===== src/hdl/mvma_pkg.sv =====
// ----------------------------------------------------------------------------
// mvma_pkg
// Widths, codes and shared types of the matrix-vector multiply-accumulate block.
// ----------------------------------------------------------------------------
`default_nettype none

package mvma_pkg;

   localparam int DATA_W      = 16;  // Q8.8 element width
   localparam int IDX_W       = 10;  // vector index field
   localparam int ROW_W       = 10;  // row index field of a result
   localparam int COUNT_W     = 11;  // row and column count registers
   localparam int PROD_W      = 2 * DATA_W;
   localparam int ACC_W       = 48;
   localparam int CSR_IDX_W   = 2;
   localparam int REQ_TDATA_W = 48;  // index + value + prior_y, padded to bytes
   localparam int RSP_TDATA_W = 32;  // y_value + row_index, padded to bytes

   // Item kinds carried on req_tuser
   localparam logic MODE_LOAD   = 1'b0;
   localparam logic MODE_MATRIX = 1'b1;

   typedef enum logic [CSR_IDX_W-1:0] {
      CSR_ROW_COUNT    = 2'd0,
      CSR_COLUMN_COUNT = 2'd1,
      CSR_ALPHA_SCALE  = 2'd2,
      CSR_BETA_SCALE   = 2'd3
   } csr_index_type;

   // Bookkeeping that travels with a matrix element down the pipeline
   typedef struct packed {
      logic             row_end;
      logic             last;
      logic [ROW_W-1:0] row;
   } row_tag_type;

endpackage

`default_nettype wire


===== src/hdl/mvma_mac.sv =====
// ----------------------------------------------------------------------------
// mvma_mac
// Multiply a matrix element by its vector element and accumulate per row.
// ----------------------------------------------------------------------------
`default_nettype none

module mvma_mac (
   input  wire                                 clock,
   input  wire                                 reset,
   input  wire                                 advance,
   input  wire                                 s1_valid,
   input  wire  signed [mvma_pkg::DATA_W-1:0]  s1_value,
   input  wire  signed [mvma_pkg::DATA_W-1:0]  s1_prior,
   input  mvma_pkg::row_tag_type               s1_tag,
   input  wire  signed [mvma_pkg::DATA_W-1:0]  vec_data,
   output logic                                fin_valid_ff,
   output logic signed [mvma_pkg::ACC_W-1:0]   fin_acc_ff,
   output logic signed [mvma_pkg::DATA_W-1:0]  fin_prior_ff,
   output mvma_pkg::row_tag_type               fin_tag_ff
);
   import mvma_pkg::*;

   logic                     s2_valid_ff, s2_valid_in;
   logic signed [PROD_W-1:0] prod_ff, prod_in;
   logic signed [DATA_W-1:0] s2_prior_ff;
   row_tag_type              s2_tag_ff;

   logic signed [ACC_W-1:0]  acc_ff, acc_in;
   logic signed [ACC_W-1:0]  acc_sum;
   logic                     fin_valid_in;

   assign s2_valid_in = s1_valid;
   assign prod_in     = s1_value * vec_data;

   // Product wraps into the accumulator modulo 2^48
   assign acc_sum      = acc_ff + ACC_W'(prod_ff);
   assign fin_valid_in = s2_valid_ff && s2_tag_ff.row_end;

   always_comb begin
      acc_in = acc_ff;
      if (s2_valid_ff) begin
         acc_in = s2_tag_ff.row_end ? '0 : acc_sum;
      end
   end

   always_ff @(posedge clock) begin
      if (reset) begin
         s2_valid_ff  <= 1'b0;
         fin_valid_ff <= 1'b0;
         acc_ff       <= '0;
      end else if (advance) begin
         s2_valid_ff  <= s2_valid_in;
         fin_valid_ff <= fin_valid_in;
         acc_ff       <= acc_in;
      end
   end

   always_ff @(posedge clock) begin
      if (advance) begin
         prod_ff      <= prod_in;
         s2_prior_ff  <= s1_prior;
         s2_tag_ff    <= s1_tag;
         fin_acc_ff   <= acc_sum;
         fin_prior_ff <= s2_prior_ff;
         fin_tag_ff   <= s2_tag_ff;
      end
   end

endmodule

`default_nettype wire


===== config.mk =====
export PLATFORM = sky130hd
export DESIGN_NAME = mvma_mac
export DESIGN_NICKNAME = d
export VERILOG_FILES = /design/src/hdl/mvma_pkg.sv /design/src/hdl/mvma_mac.sv
export SDC_FILE = /design/constraint.sdc
export NUM_CORES = 1
export LEC_CHECK = 0
export ABC_AREA = 1
export BUFFER_PORTS_ARGS = -buffer_cell sky130_fd_sc_hd__buf_4
export CAP_MARGIN = 20
export CORE_UTILIZATION = 35
export CTS_CLUSTER_SIZE = 24
export DETAILED_ROUTE_END_ITERATION = 10
export HOLD_SLACK_MARGIN = 0.12
export PLACE_DENSITY = 0.58
export SLEW_MARGIN = 20
export SYNTH_ARGS = -nofsm -noshare
export SYNTH_HDL_FRONTEND = slang
export SYNTH_SLANG_ARGS = --single-unit

===== constraint.sdc =====
create_clock -name clock -period 7.86 [get_ports clock]
set_input_delay 1.572 -clock clock [delete_from_list [all_inputs] [get_ports clock]]
set_output_delay 1.572 -clock clock [all_outputs]
set_load 0.05 [all_outputs]

Word level (Yosys, flattened, before mapping)
Cells that the tools add are included.
W data, S select, Z words.
{"block": "classes", "addsub": 1, "multipliers": 1, "mux": 1, "reduce_logical": 2}
{"cell": "$add A48 B32 Y48", "n": 1}
{"cell": "$mux W48", "n": 1}
{"cell": "$mul A16 B16 Y32", "n": 1}
{"cell": "$reduce_and A2 Y1", "n": 1}
{"cell": "$logic_and A1 B1 Y1", "n": 1}
{"block": "word_totals", "reg_bits": 186, "inputBits": 64, "out_inout_bits": 77, "elab_cells": 18}

Longest topological paths before layout
{"block": "depth", "ltp_word": 2, "ltp_mapped": 27, "mapped_depth_nobuf": 25}

Worst setup path after synthesis
Ideal clock, no wire load.
{"block": "synth_timing", "path_type": "input-to-reg", "start": "input port vec_data[5] (netlist bit)", "end": "register prod_ff[31] (data pin)", "setup_time_ns": 0.256, "arrival_ns": 6.827, "t_required_ns": 7.604, "slack_ns": 0.777, "stages": 23, "n_path_buf": 2, "cell_sequence": "clkbuf_1 clkbuf_1 nand2_1 fa_1 inv_1 fa_1 inv_1 fa_1 fa_1 inv_1 fa_1 inv_1 fa_1 inv_1 ha_1 nand2_1 nor2_1 nand2_1 or2_2 nand4_1 nor2_1 nand2_1 nand2_1"}
{"block": "synth_via", "elab_chain_len": 1}
{"element": "from (decl)", "line_no": "mvma_mac.sv:15", "rtl": "input wire signed [mvma_pkg::DATA_W-1:0] vec_data,"}
{"element": "$mul A16 B16 Y32", "line_no": "mvma_mac.sv:33", "rtl": "assign prod_in = s1_value * vec_data;"}
{"element": "via prod_in[31]", "line_no": "mvma_mac.sv:24", "rtl": "logic signed [PROD_W-1:0] prod_ff, prod_in;"}
{"element": "to (signal assigned)", "line_no": "mvma_mac.sv:60", "rtl": "prod_ff <= prod_in;"}
{"element": "to (decl)", "line_no": "mvma_mac.sv:24"}
The timed path passes the listed nets, and every way through them passes these cells.
A chain may end at the register's enable or synchronous reset.

Worst setup path in the final report
{"block": "layout_timing", "start": "input port vec_data[1] (netlist bit)", "end": "register prod_ff[31] (data pin)"}
The elaborated chain is that of the path after synthesis.

==> results.tsv <==
stage	metric	value	unit
floorplan	pin_count	141	
cts	post_cts_resize_count	0	
worst_setup_path	path_class	input pin to flip-flop	
place	place_congestion	0.949	
worst_setup_path	cp_max_fo	16	
worst_setup_path	crit_chain	buf_4 -> nand2_1 -> inv_1 -> fa_1 -> fa_1 -> inv_1 -> fa_1 -> fa_1 -> inv_1 -> fa_1 -> inv_1 -> fa_1 -> inv_1 -> ha_1 -> nand2_1 -> nor2_1 -> nand2_1 -> or2_2 -> nand4_1 -> nor2_1 -> nand2_1 -> nand2_1	
cells_and_area	drive_gt1_frac	0.0770	
yosys	synthCells	2675	
cells_and_area	nNetsFinal	3221	
timing	final_max_slew_viol_count	0	
route	routed_wl	53100	um
route	num_vias	15900	
grt	grtUsageMet2	0.323	
grt	antenna_found_initial	0	
cts	cts_buffer_depth	2	
grt	gr-total-overflow	0	
worst_setup_path	arrival	7.01	ns
cts	clock_sinks	186	
timing	rsz0062_at_grt	no	
timing	max_freq	0.147	GHz
yosys	synthesis.nets	3131	
yosys	seq_area_frac_synth	0.246	
route	vias_per_cell	4.49	
yosys	ys_types	38	
floorplan	core_region_area	58000	sq um
grt	grt_busiest_layer	met2	
worst_setup_path	cp-start-kind	input pin	
timing	setup-tns-final	0	ns
floorplan	die-area	60100	sq um
route	dr.pass1.iters	5	
timing	tightest_slew	0.867	ns
worst_setup_path	required	8.08	ns
grt	grt_util_met3	0.0191	
yosys	ys_seq_elements	186	
timing	period_minus_slack	6.79	ns
grt	track_usage	0.183	
grt	grt_start_max_net_pins	74	
worst_setup_path	crit_top_cell	fa_1	
place	place_hpwl	43700	um
timing	slew_headroom	0.422	
worst_setup_path	cpPeakStageDelay	0.80	ns
yosys	synth_flop_cell	edfxtp_1	
grt	met1_usage	0.238	
yosys	synthArstFlopShare	0	
status	status	complete, no violations	
route	postRouteAntennaNets	0	
place	port_buffers	140	
worst_setup_path	cpLargestDelayFamily	adder cells	
yosys	synth_edf_count	136	
cts	hold_buffers	0	
cts	htree_levels	4	
route	routedWlPerCell	15.0	um
floorplan	rows	88	
cts	cts_tree	yes	
cells_and_area	n_antenna_cell	0	
timing	period_share	0.864	
floorplan	initial_core_util	0.357	
grt	grt_pass1_wl	86600	um
cells_and_area	area_growth	11.4	%
yosys	syn_area_per_cell	7.74	sq um
yosys	synth_warnings	0	
floorplan	die_y	245	um
worst_setup_path	critPathBufInv	6	
cts	cts_setup_buffers	0	
cts	clk_pin_slew	0.07	ns
route	drtIter0Drc	828	
timing	hold_violations	0	
cts	clkLatencyLatePin	0.46	ns
grt	grt_pass1_vias	16500	
min_path	hold_path_class	flip-flop to flip-flop	
cts	numCtsBuffers	17	
cts	cts_root_buf	clkbuf_16	
worst_setup_path	end_kind	flip-flop	
timing	setup_viol	0	
yosys	mappedNetlistArea	20700	sq um
floorplan	die_x	245	um
route	drc	0	
worst_setup_path	crit_slowest_cell	fa_1	
job	drv_cap	0	
timing	skew	0.0141	ns
layer usage:
metal | wire length [um] | share of wire
met5 | 0 | 0
met4 | 917 | 0.017
met3 | 1780 | 0.034
met2 | 26000 | 0.49
met1 | 24500 | 0.46
area by class of cell:
class	instances	area [sq um]
Clock buffer	20	457
Clock inverter	12	105
Fill cell	6106	35000
Inverter	718	2700
Multi-Input combinational cell	1697	12600
Sequential cell	186	5080
Tap cell	765	957
Timing Repair Buffer	145	1100
kinds of logic after synthesis:
| kind of cell | count (synthesis) | share of synthesized area |
|---|---|---|
| and+or+nand+nor | 1098 | 0.216 |
| xor gates and xnor gates | 52 | 0.0224 |
| buffers and inverters | 792 | 0.144 |
| DFF | 186 | 0.246 |
| adders and majority gates | 392 | 0.332 |
| AOI/OAI and AO/OA | 155 | 0.0401 |
synthesized netlist by cell type, types with 2 or more instances:
library cell	instances	area share
a21o_1	4	0.0015
a21oi_1	111	0.027
a31oi_1	2	0.00060
and2_1	28	0.0085
buf_1	2	0.00036
buf_2	4	0.00097
clkbuf_1	68	0.012
dfxtp_1	50	0.048
edfxtp_1	136	0.20
fa_1	263	0.25
ha_1	129	0.078
inv_1	713	0.13
inv_2	5	0.00091
nand2_1	809	0.15
nand2_2	6	0.0018
nand3_1	84	0.020
nand3_2	2	0.00097
nand3b_1	5	0.0018
nand4_1	21	0.0063
nor2_1	112	0.020
nor2_2	12	0.0036
nor3_1	9	0.0022
o211ai_1	3	0.0011
o21ai_0	22	0.0053
o21bai_1	5	0.0018
or2_2	9	0.0027
xnor2_1	16	0.0068
xor2_1	35	0.015
cell usage in the layout, fill, tap and decap left out, types with 7 or more instances in the layout:
cell,count
a21oi_1,111
and2_1,28
buf_4,143
clkbuf_16,17
dfxtp_1,50
edfxtp_1,136
fa_1,263
ha_1,129
inv_1,713
nand2_1,808
nand2_2,7
nand3_1,84
nand4_1,21
nor2_1,111
nor2_2,12
nor3_1,9
o21ai_0,22
or2_2,9
xnor2_1,16
xor2_1,35
flip-flops by register name, summed over array words and instances, names as in the netlist:
signal / count
acc_ff: 48
s2_prior_ff: 16
fin_acc_ff: 48
s2_tag_ff: 12
fin_prior_ff: 16
s2_valid_ff: 1
fin_tag_ff: 12
prod_ff: 32
fin_valid_ff: 1
worst paths after layout:
check | cells after the start | start | to | slack, ns
worst max register to register | 9 | prod_ff[31] | fin_acc_ff[35] | 4.92
worst min-delay path | 0 | s2_prior_ff[14] | fin_prior_ff[14] | 0.42
worst min register to register | 0 | s2_prior_ff[14] | fin_prior_ff[14] | 0.42
worst max-delay path | 22 | vec_data[1] | prod_ff[31] | 1.07
stage by stage:
stage / area, sq um / setup WS, ns / hold WS [ns] / utilization / std cells
floorplan: 20700 / 0.777 / 0.400 / - / 2675
global placement: 22500 / 0.598 / 0.401 / 0.387 / 3510
detailed placement: 22500 / 0.566 / 0.405 / 0.387 / 3510
CTS: 23000 / 1.07 / 0.417 / 0.397 / 3542
global route: 23000 / 0.682 / 0.430 / 0.397 / 3543
finish: 23000 / 1.07 / 0.420 / 0.397 / 3543
worst register-to-register path, cell delays in order (launching register included):
cell      delay, ns
edfxtp_1       0.75
ha_1           0.59
nand2_1        0.12
nor2_1         0.21
nand2_1        0.10
nor3_1         0.30
nand3_1        0.26
nand3_1        0.16
nand2_1        0.07
and2_1         0.13
Power is not shown: default switching activity piles up to over one toggle a cycle in this logic, so the estimate is an artifact.
