`src/hdl/mvma_pkg.sv`:
```
// ----------------------------------------------------------------------------
// mvma_pkg
// Widths, codes and shared types of the matrix-vector multiply-accumulate block.
// ----------------------------------------------------------------------------
`default_nettype none

package mvma_pkg;

   localparam int DATA_W      = 16;  // Q8.8 element width
   localparam int IDX_W       = 10;  // vector index field
   localparam int ROW_W       = 10;  // row index field of a result
   localparam int COUNT_W     = 11;  // row and column count registers
   localparam int PROD_W      = 2 * DATA_W;
   localparam int ACC_W       = 48;
   localparam int CSR_IDX_W   = 2;
   localparam int REQ_TDATA_W = 48;  // index + value + prior_y, padded to bytes
   localparam int RSP_TDATA_W = 32;  // y_value + row_index, padded to bytes

   // Item kinds carried on req_tuser
   localparam logic MODE_LOAD   = 1'b0;
   localparam logic MODE_MATRIX = 1'b1;

   typedef enum logic [CSR_IDX_W-1:0] {
      CSR_ROW_COUNT    = 2'd0,
      CSR_COLUMN_COUNT = 2'd1,
      CSR_ALPHA_SCALE  = 2'd2,
      CSR_BETA_SCALE   = 2'd3
   } csr_index_type;

   // Bookkeeping that travels with a matrix element down the pipeline
   typedef struct packed {
      logic             row_end;
      logic             last;
      logic [ROW_W-1:0] row;
   } row_tag_type;

endpackage

`default_nettype wire

```
`src/hdl/mvma_finish.sv`:
```
// ----------------------------------------------------------------------------
// mvma_finish
// Scale a finished row sum by alpha, add beta times the prior result,
// saturate, and hold the result for the output channel.
// ----------------------------------------------------------------------------
`default_nettype none

module mvma_finish (
   input  wire                                 clock,
   input  wire                                 reset,
   input  wire                                 advance,
   input  wire  signed [mvma_pkg::DATA_W-1:0]  alpha_scale,
   input  wire  signed [mvma_pkg::DATA_W-1:0]  beta_scale,
   input  wire                                 fin_valid,
   input  wire  signed [mvma_pkg::ACC_W-1:0]   fin_acc,
   input  wire  signed [mvma_pkg::DATA_W-1:0]  fin_prior,
   input  mvma_pkg::row_tag_type               fin_tag,
   output logic                                out_valid_ff,
   output logic signed [mvma_pkg::DATA_W-1:0]  out_y_ff,
   output logic        [mvma_pkg::ROW_W-1:0]   out_row_ff,
   output logic                                out_last_ff,
   output logic                                out_sat_ff
);
   import mvma_pkg::*;

   localparam int HI_W   = ACC_W - 16;
   localparam int PHI_W  = DATA_W + HI_W;
   localparam int PLO_W  = DATA_W + 17;
   localparam int PB_W   = 2 * DATA_W;
   localparam int SUM_W  = PHI_W + 1;
   localparam logic signed [SUM_W-1:0] Y_MAX = SUM_W'(2 ** (DATA_W - 1) - 1);
   localparam logic signed [SUM_W-1:0] Y_MIN = -Y_MAX - SUM_W'(1);

   logic signed [HI_W-1:0]   acc_hi;
   logic signed [16:0]       acc_lo;
   logic                     s4_valid_ff;
   row_tag_type              s4_tag_ff;
   logic signed [PHI_W-1:0]  p_hi_ff, p_hi_in;
   logic signed [PLO_W-1:0]  p_lo_ff, p_lo_in;
   logic signed [PB_W-1:0]   p_beta_ff, p_beta_in;
   logic signed [SUM_W-1:0]  sum;
   logic                     sat_hi, sat_lo;
   logic signed [DATA_W-1:0] out_y_in;
   logic                     out_sat_in;

   // Split the sum so alpha*acc needs only 16x32 and 16x17 multipliers
   assign acc_hi    = fin_acc[ACC_W-1:16];
   assign acc_lo    = $signed({1'b0, fin_acc[15:0]});
   assign p_hi_in   = alpha_scale * acc_hi;
   assign p_lo_in   = alpha_scale * acc_lo;
   assign p_beta_in = beta_scale * fin_prior;

   // Arithmetic shifts round toward minus infinity
   assign sum = SUM_W'(p_hi_ff) + SUM_W'(p_lo_ff >>> 16) + SUM_W'(p_beta_ff >>> 8);

   assign sat_hi     = sum > Y_MAX;
   assign sat_lo     = sum < Y_MIN;
   assign out_sat_in = sat_hi || sat_lo;

   always_comb begin
      out_y_in = sum[DATA_W-1:0];
      if (sat_hi) begin
         out_y_in = Y_MAX[DATA_W-1:0];
      end else if (sat_lo) begin
         out_y_in = Y_MIN[DATA_W-1:0];
      end
   end

   always_ff @(posedge clock) begin
      if (reset) begin
         s4_valid_ff  <= 1'b0;
         out_valid_ff <= 1'b0;
      end else if (advance) begin
         s4_valid_ff  <= fin_valid;
         out_valid_ff <= s4_valid_ff;
      end
   end

   always_ff @(posedge clock) begin
      if (advance) begin
         p_hi_ff     <= p_hi_in;
         p_lo_ff     <= p_lo_in;
         p_beta_ff   <= p_beta_in;
         s4_tag_ff   <= fin_tag;
         out_y_ff    <= out_y_in;
         out_sat_ff  <= out_sat_in;
         out_row_ff  <= s4_tag_ff.row;
         out_last_ff <= s4_tag_ff.last;
      end
   end

endmodule

`default_nettype wire

```
`config.mk`:
```
export PLATFORM = sky130hd
export DESIGN_NAME = mvma_finish
export DESIGN_NICKNAME = d
export VERILOG_FILES = /design/src/hdl/mvma_pkg.sv /design/src/hdl/mvma_finish.sv
export SDC_FILE = /design/constraint.sdc
export NUM_CORES = 2
export LEC_CHECK = 0
export ABC_AREA = 1
export BUFFER_PORTS_ARGS = -buffer_cell sky130_fd_sc_hd__buf_4
export CAP_MARGIN = 10
export CELL_PAD_IN_SITES_DETAIL_PLACEMENT = 0
export CELL_PAD_IN_SITES_GLOBAL_PLACEMENT = 1
export CORE_ASPECT_RATIO = 1.4
export CORE_MARGIN = 8
export CORE_UTILIZATION = 40
export DETAILED_ROUTE_END_ITERATION = 8
export PLACE_DENSITY_LB_ADDON = 0.1
export SLEW_MARGIN = 20
export SYNTH_ARGS = -nofsm -noshare
export SYNTH_HDL_FRONTEND = slang
export SYNTH_SLANG_ARGS = --single-unit
```
`constraint.sdc`:
```
create_clock -name clock -period 7 [get_ports clock]
set_clock_uncertainty 0.1 [all_clocks]
set_input_delay 0.7 -clock clock [delete_from_list [all_inputs] [get_ports clock]]
set_output_delay 0.7 -clock clock [all_outputs]
set_load 0.005 [all_outputs]
```
# [After elaboration in Yosys (flattened, before gate mapping)]
# Index checks and enable logic that the tools add are counted.
[totals] regBits=154 input_bits=112 out_inout_bits=29 elab_cells=20
[op_classes] addsub=2 multipliers=3 magnitude_cmp=2 muxes=1 reduce_logical=1
[ops] cell="$add 48x17->49" count=1
[ops] cell="$add 49x24->49" count=1
[ops] cell="$gt 49x16->1 const B" count=1
[ops] cell="$lt 49x16->1 const B" count=1
[ops] cell="$mul 16x32->48" count=1
[ops] cell="$mul 16x17->33" count=1
[ops] cell="$mul 16x16->32" count=1
[ops] cell="$mux 16" count=1
[ops] cell="$logic_or 1x1->1" count=1

# [Depth between registers and ports, before layout]
[depth] ltp_word=4 mapped_depth=28 ltp_nobuf=26

# [Worst setup path before layout]
# No wires, ideal clock.
[synth_timing] path_type="input-to-reg" startpoint="input port alpha_scale[1] (netlist bit)" endpoint="register p_hi_ff[46] (data pin)" setup_ns=0.262 arrival_ns=6.048 required_time_ns=6.638 setup_slack_ns=0.590 stages=24 n_path_buf=3 path_cell_list="clkbuf_1 buf_1 nand2_1 fa_1 inv_1 fa_1 inv_1 fa_1 inv_1 fa_1 fa_1 inv_1 fa_1 inv_1 ha_1 clkbuf_1 nand2_1 nor2_1 inv_1 nor4_1 nand3_1 nand3_1 a21oi_1 xor2_1"
[synth_between] elab_chain_len=1
[synth_rtl] item="start: declaration" line_no="mvma_finish.sv:12" text="input wire signed [mvma_pkg::DATA_W-1:0] alpha_scale,"
[synth_rtl] item="$mul 16x32->48" line_no="mvma_finish.sv:49" text="assign p_hi_in = alpha_scale * acc_hi;"
[synth_rtl] item="net p_hi_in[46]" line_no="mvma_finish.sv:38" text="logic signed [PHI_W-1:0] p_hi_ff, p_hi_in;"
[synth_rtl] item="end signal: assignment" line_no="mvma_finish.sv:81" text="p_hi_ff <= p_hi_in;"
[synth_rtl] item="end: declaration" line_no="mvma_finish.sv:38"
# The timed path passes the listed nets, and every way through them passes these cells.
# A chain may end at the register's enable or synchronous reset.

# [Final worst setup path]
[layout_timing] startpoint="input port alpha_scale[8] (netlist bit)" endpoint="register p_lo_ff[24] (data pin)"
[layout_between] elab_chain_len=1
[layout_rtl] item="$mul 16x17->33" line_no="mvma_finish.sv:50" text="assign p_lo_in = alpha_scale * acc_lo;"
[layout_rtl] item="net p_lo_in[24]" line_no="mvma_finish.sv:39" text="logic signed [PLO_W-1:0] p_lo_ff, p_lo_in;"
[layout_rtl] item="end signal: assignment" line_no="mvma_finish.sv:82" text="p_lo_ff <= p_lo_in;"
[layout_rtl] item="end: declaration" line_no="mvma_finish.sv:39"
# The timed path passes the listed nets, and every way through them passes these cells.

==> results.txt <==
Hold-critical path depth -> 2
Share of cells above drive strength 1 -> 5.29%
Area of the die -> 129000 sq um
Worst setup EP type -> register
Initial antenna violation count -> 10
Vias in the first global route -> 40200
Cts hold-fix bufs -> 0
Hold Crit Class -> in2reg
Final cell count without fillers -> 7574
H-tree Lvls -> 4
Worst r2r src -> p_lo_ff[32]
1st-pass router iterations -> 5
Vias per inst -> 4.80
Main flop type after synthesis -> edfxtp_1
Total negative slack -> 0 ns
DRT Wirelength -> 134000 um
Die width -> 305 um
Cts bufs inserted -> 25
Synth async-reset ratio -> 0%
Startpoint Class -> input port
Post-CTS setup buffer count -> 0
Slew headroom -> 44.6%
Initial core utilization -> 40.3%
Hold Fails Final Rpt -> 0
Hold Startpoint -> reset
Outcome -> completed
Register area share after synthesis -> 8.28%
Post-DR wirelength/cell -> 17.7 um
Via Count -> 36300
Worst EP arrival -> 6.59 ns
DRC viols -> 0
DP Cell Count -> 7538
Final Max Slew Viols -> 0
RR Endpoint -> out_y_ff[1]
Nets -> 7525
Crit Path Class -> in2reg
DRT antenna net count -> 0
Post-synth EDFFs -> 128
CP Max Fanout -> 30
Ys Warns -> 0
Final setup fails -> 0
Post-synthesis average cell area -> 7.78 sq um
Port Buf Inserts -> 139
RSZ-0062 raised after global routing -> no
Hold_ws -> 0.245 ns
#FFs+latches synth -> 130
Residual overflow from global routing -> 0
RD Place Congestion -> 0.895
Syn Std Cell Area -> 46900 sq um
Core footprint -> 116000 sq um
Worst slew pin tran -> 0.832 ns
Synth top area cells -> fa_1 (42%), inv_1 (14%), nand2_1 (13%)
Post-CTS resize count -> 0
Fin crit period -> 6.45 ns
Largest net degree at the start of global routing -> 72
Hpwl dp -> 116000 um
# rows -> 148
Tcrit/Tclk final -> 92.2%
Max cap viols -> 0
DR iter-0 viols -> 1538
Net count after synthesis -> 7492
End point of the worst hold path -> out_valid_ff
Skew-Pair Late Insertion Delay -> 0.51 ns
Cells after Synth -> 6032
Die H -> 421 um
R2r worst-path depth -> 20
FMAX -> 155 MHz
CTS sink cnt -> 130
Post-synth top area cell -> fa_1
CTS tree -> built
First-pass GRT wire length -> 217000 um
Post-synth cell types -> 43
CTS Root Cell -> clkbuf_16
Reg2reg setup slack -> 2.47 ns
Yosys top cell area share -> 42.2%
Ports -> 141
Max Buffers Root-to-Sink -> 3
Clock transition at path regs -> 0.07 ns
Synthesis-to-layout area growth -> 7.38%
Worst EP required -> 7.14 ns
Gr usage total -> 21.2%
layout make-up:
type,instances,area (sq um)
Fill cell,12200,65900
Multi-Input combinational cell,3897,35500
Inverter,1793,6730
Sequential cell,130,3880
Tap cell,1500,1880
Timing Repair Buffer,218,1730
Clock buffer,30,644
Clock inverter,3,15.0
Antenna cell,3,7.51
worst max-delay path by stage:
stage / startpoint / end / slack (ns) / cells past startpoint
after floorplan: alpha_scale[1] / p_hi_ff[46] / 0.59 / 24
after CTS: alpha_scale[2] / p_hi_ff[34] / 0.60 / 23
after global placement: alpha_scale[8] / p_lo_ff[24] / 0.11 / 26
after global routing: alpha_scale[8] / p_lo_ff[24] / 0.20 / 26
after detailed placement: alpha_scale[1] / p_lo_ff[31] / 0.07 / 24
final: alpha_scale[8] / p_lo_ff[24] / 0.55 / 26
critical path, stage by stage:
cell      delay (ns)
buf_4           0.38
buf_4           0.38
nand2_1         0.12
fa_1            0.52
inv_1           0.05
fa_1            0.49
inv_1           0.06
fa_1            0.53
inv_1           0.05
fa_1            0.52
inv_1           0.07
fa_1            0.39
fa_1            0.52
inv_1           0.04
ha_1            0.30
a21oi_1         0.21
inv_1           0.06
nor2_1          0.19
a21boi_0        0.21
nand2_1         0.16
nand2_1         0.09
nand2_1         0.08
nand2_1         0.07
nand2_1         0.06
xor2_1          0.14
buf_4           0.14
cell usage after synthesis, types with 2 or more instances:
cell type,n
nand3b_1,9
o21ai_0,83
edfxtp_1,128
o21ai_1,6
nand3_1,96
clkbuf_1,195
a31oi_1,18
nand3_2,7
ha_1,359
xor2_1,65
o21a_1,10
nand2_1,1642
nor4_1,2
inv_1,1790
buf_6,2
nor2_1,238
buf_1,15
nor2_2,17
a21boi_1,2
a21oi_1,167
dfxtp_1,2
a21o_1,10
nand4_1,41
inv_2,2
a221oi_1,5
nor3_2,2
nor3_1,13
nand2_2,23
fa_1,989
xnor2_1,48
o211ai_1,2
a21boi_0,4
o21bai_1,7
or2_2,24
kinds of logic after synthesis:
group | share of synthesized area, %
AND/OR/NAND/NOR | 18.0
buffers and inverters | 16.1
adder cells (fa/ha/maj) | 51.8
AO/OA/AOI/OAI | 3.77
flip-flops | 8.28
XOR/XNOR | 2.11
placed cells by master, fill, tap and decap left out, drive strengths merged, types with 2 or more instances in the layout:
cell type	synthesis	routed
inv	1792	1792
nand2	1665	1665
fa	989	989
ha	359	359
nor2	255	255
buf	17	218
a21oi	167	167
edfxtp	128	128
nand3	103	103
o21ai	89	89
xor2	65	65
xnor2	48	48
nand4	41	41
clkbuf	195	30
or2	24	24
a31oi	18	18
nor3	15	15
a21o	10	10
o21a	10	10
nand3b	9	9
o21bai	8	8
a21boi	6	6
a221oi	5	5
diode	0	3
clkinv	1	3
o211ai	2	2
nor4	2	2
dfxtp	2	2
per-stage QoR:
step	worst slack (ns)	instance area [sq um]	utilization, %
floorplan	0.590	46900	-
global placement	0.111	49700	42.7
detailed placement	0.0741	49700	42.7
CTS	0.598	50400	43.3
global route	0.196	50400	43.3
finish	0.545	50400	43.3
layer usage:
metal	wire length (um)	vias up	global-route usage [%]
li1	-	17300	-
met1	57400	18100	26.5
met2	68400	718	38.9
met3	5100	182	2.09
met4	3500	6	5.42
met5	42	-	0
flip-flops by register name (all words and copies together), names as in the netlist:
name          count
s4_tag_ff        11
s4_valid_ff       1
out_valid_ff      1
out_y_ff         16
p_lo_ff          17
p_hi_ff          48
out_row_ff       10
out_last_ff       1
out_sat_ff        1
p_beta_ff        24
Power is not shown: default switching activity piles up to over one toggle a cycle in this logic, so the estimate is an artifact.
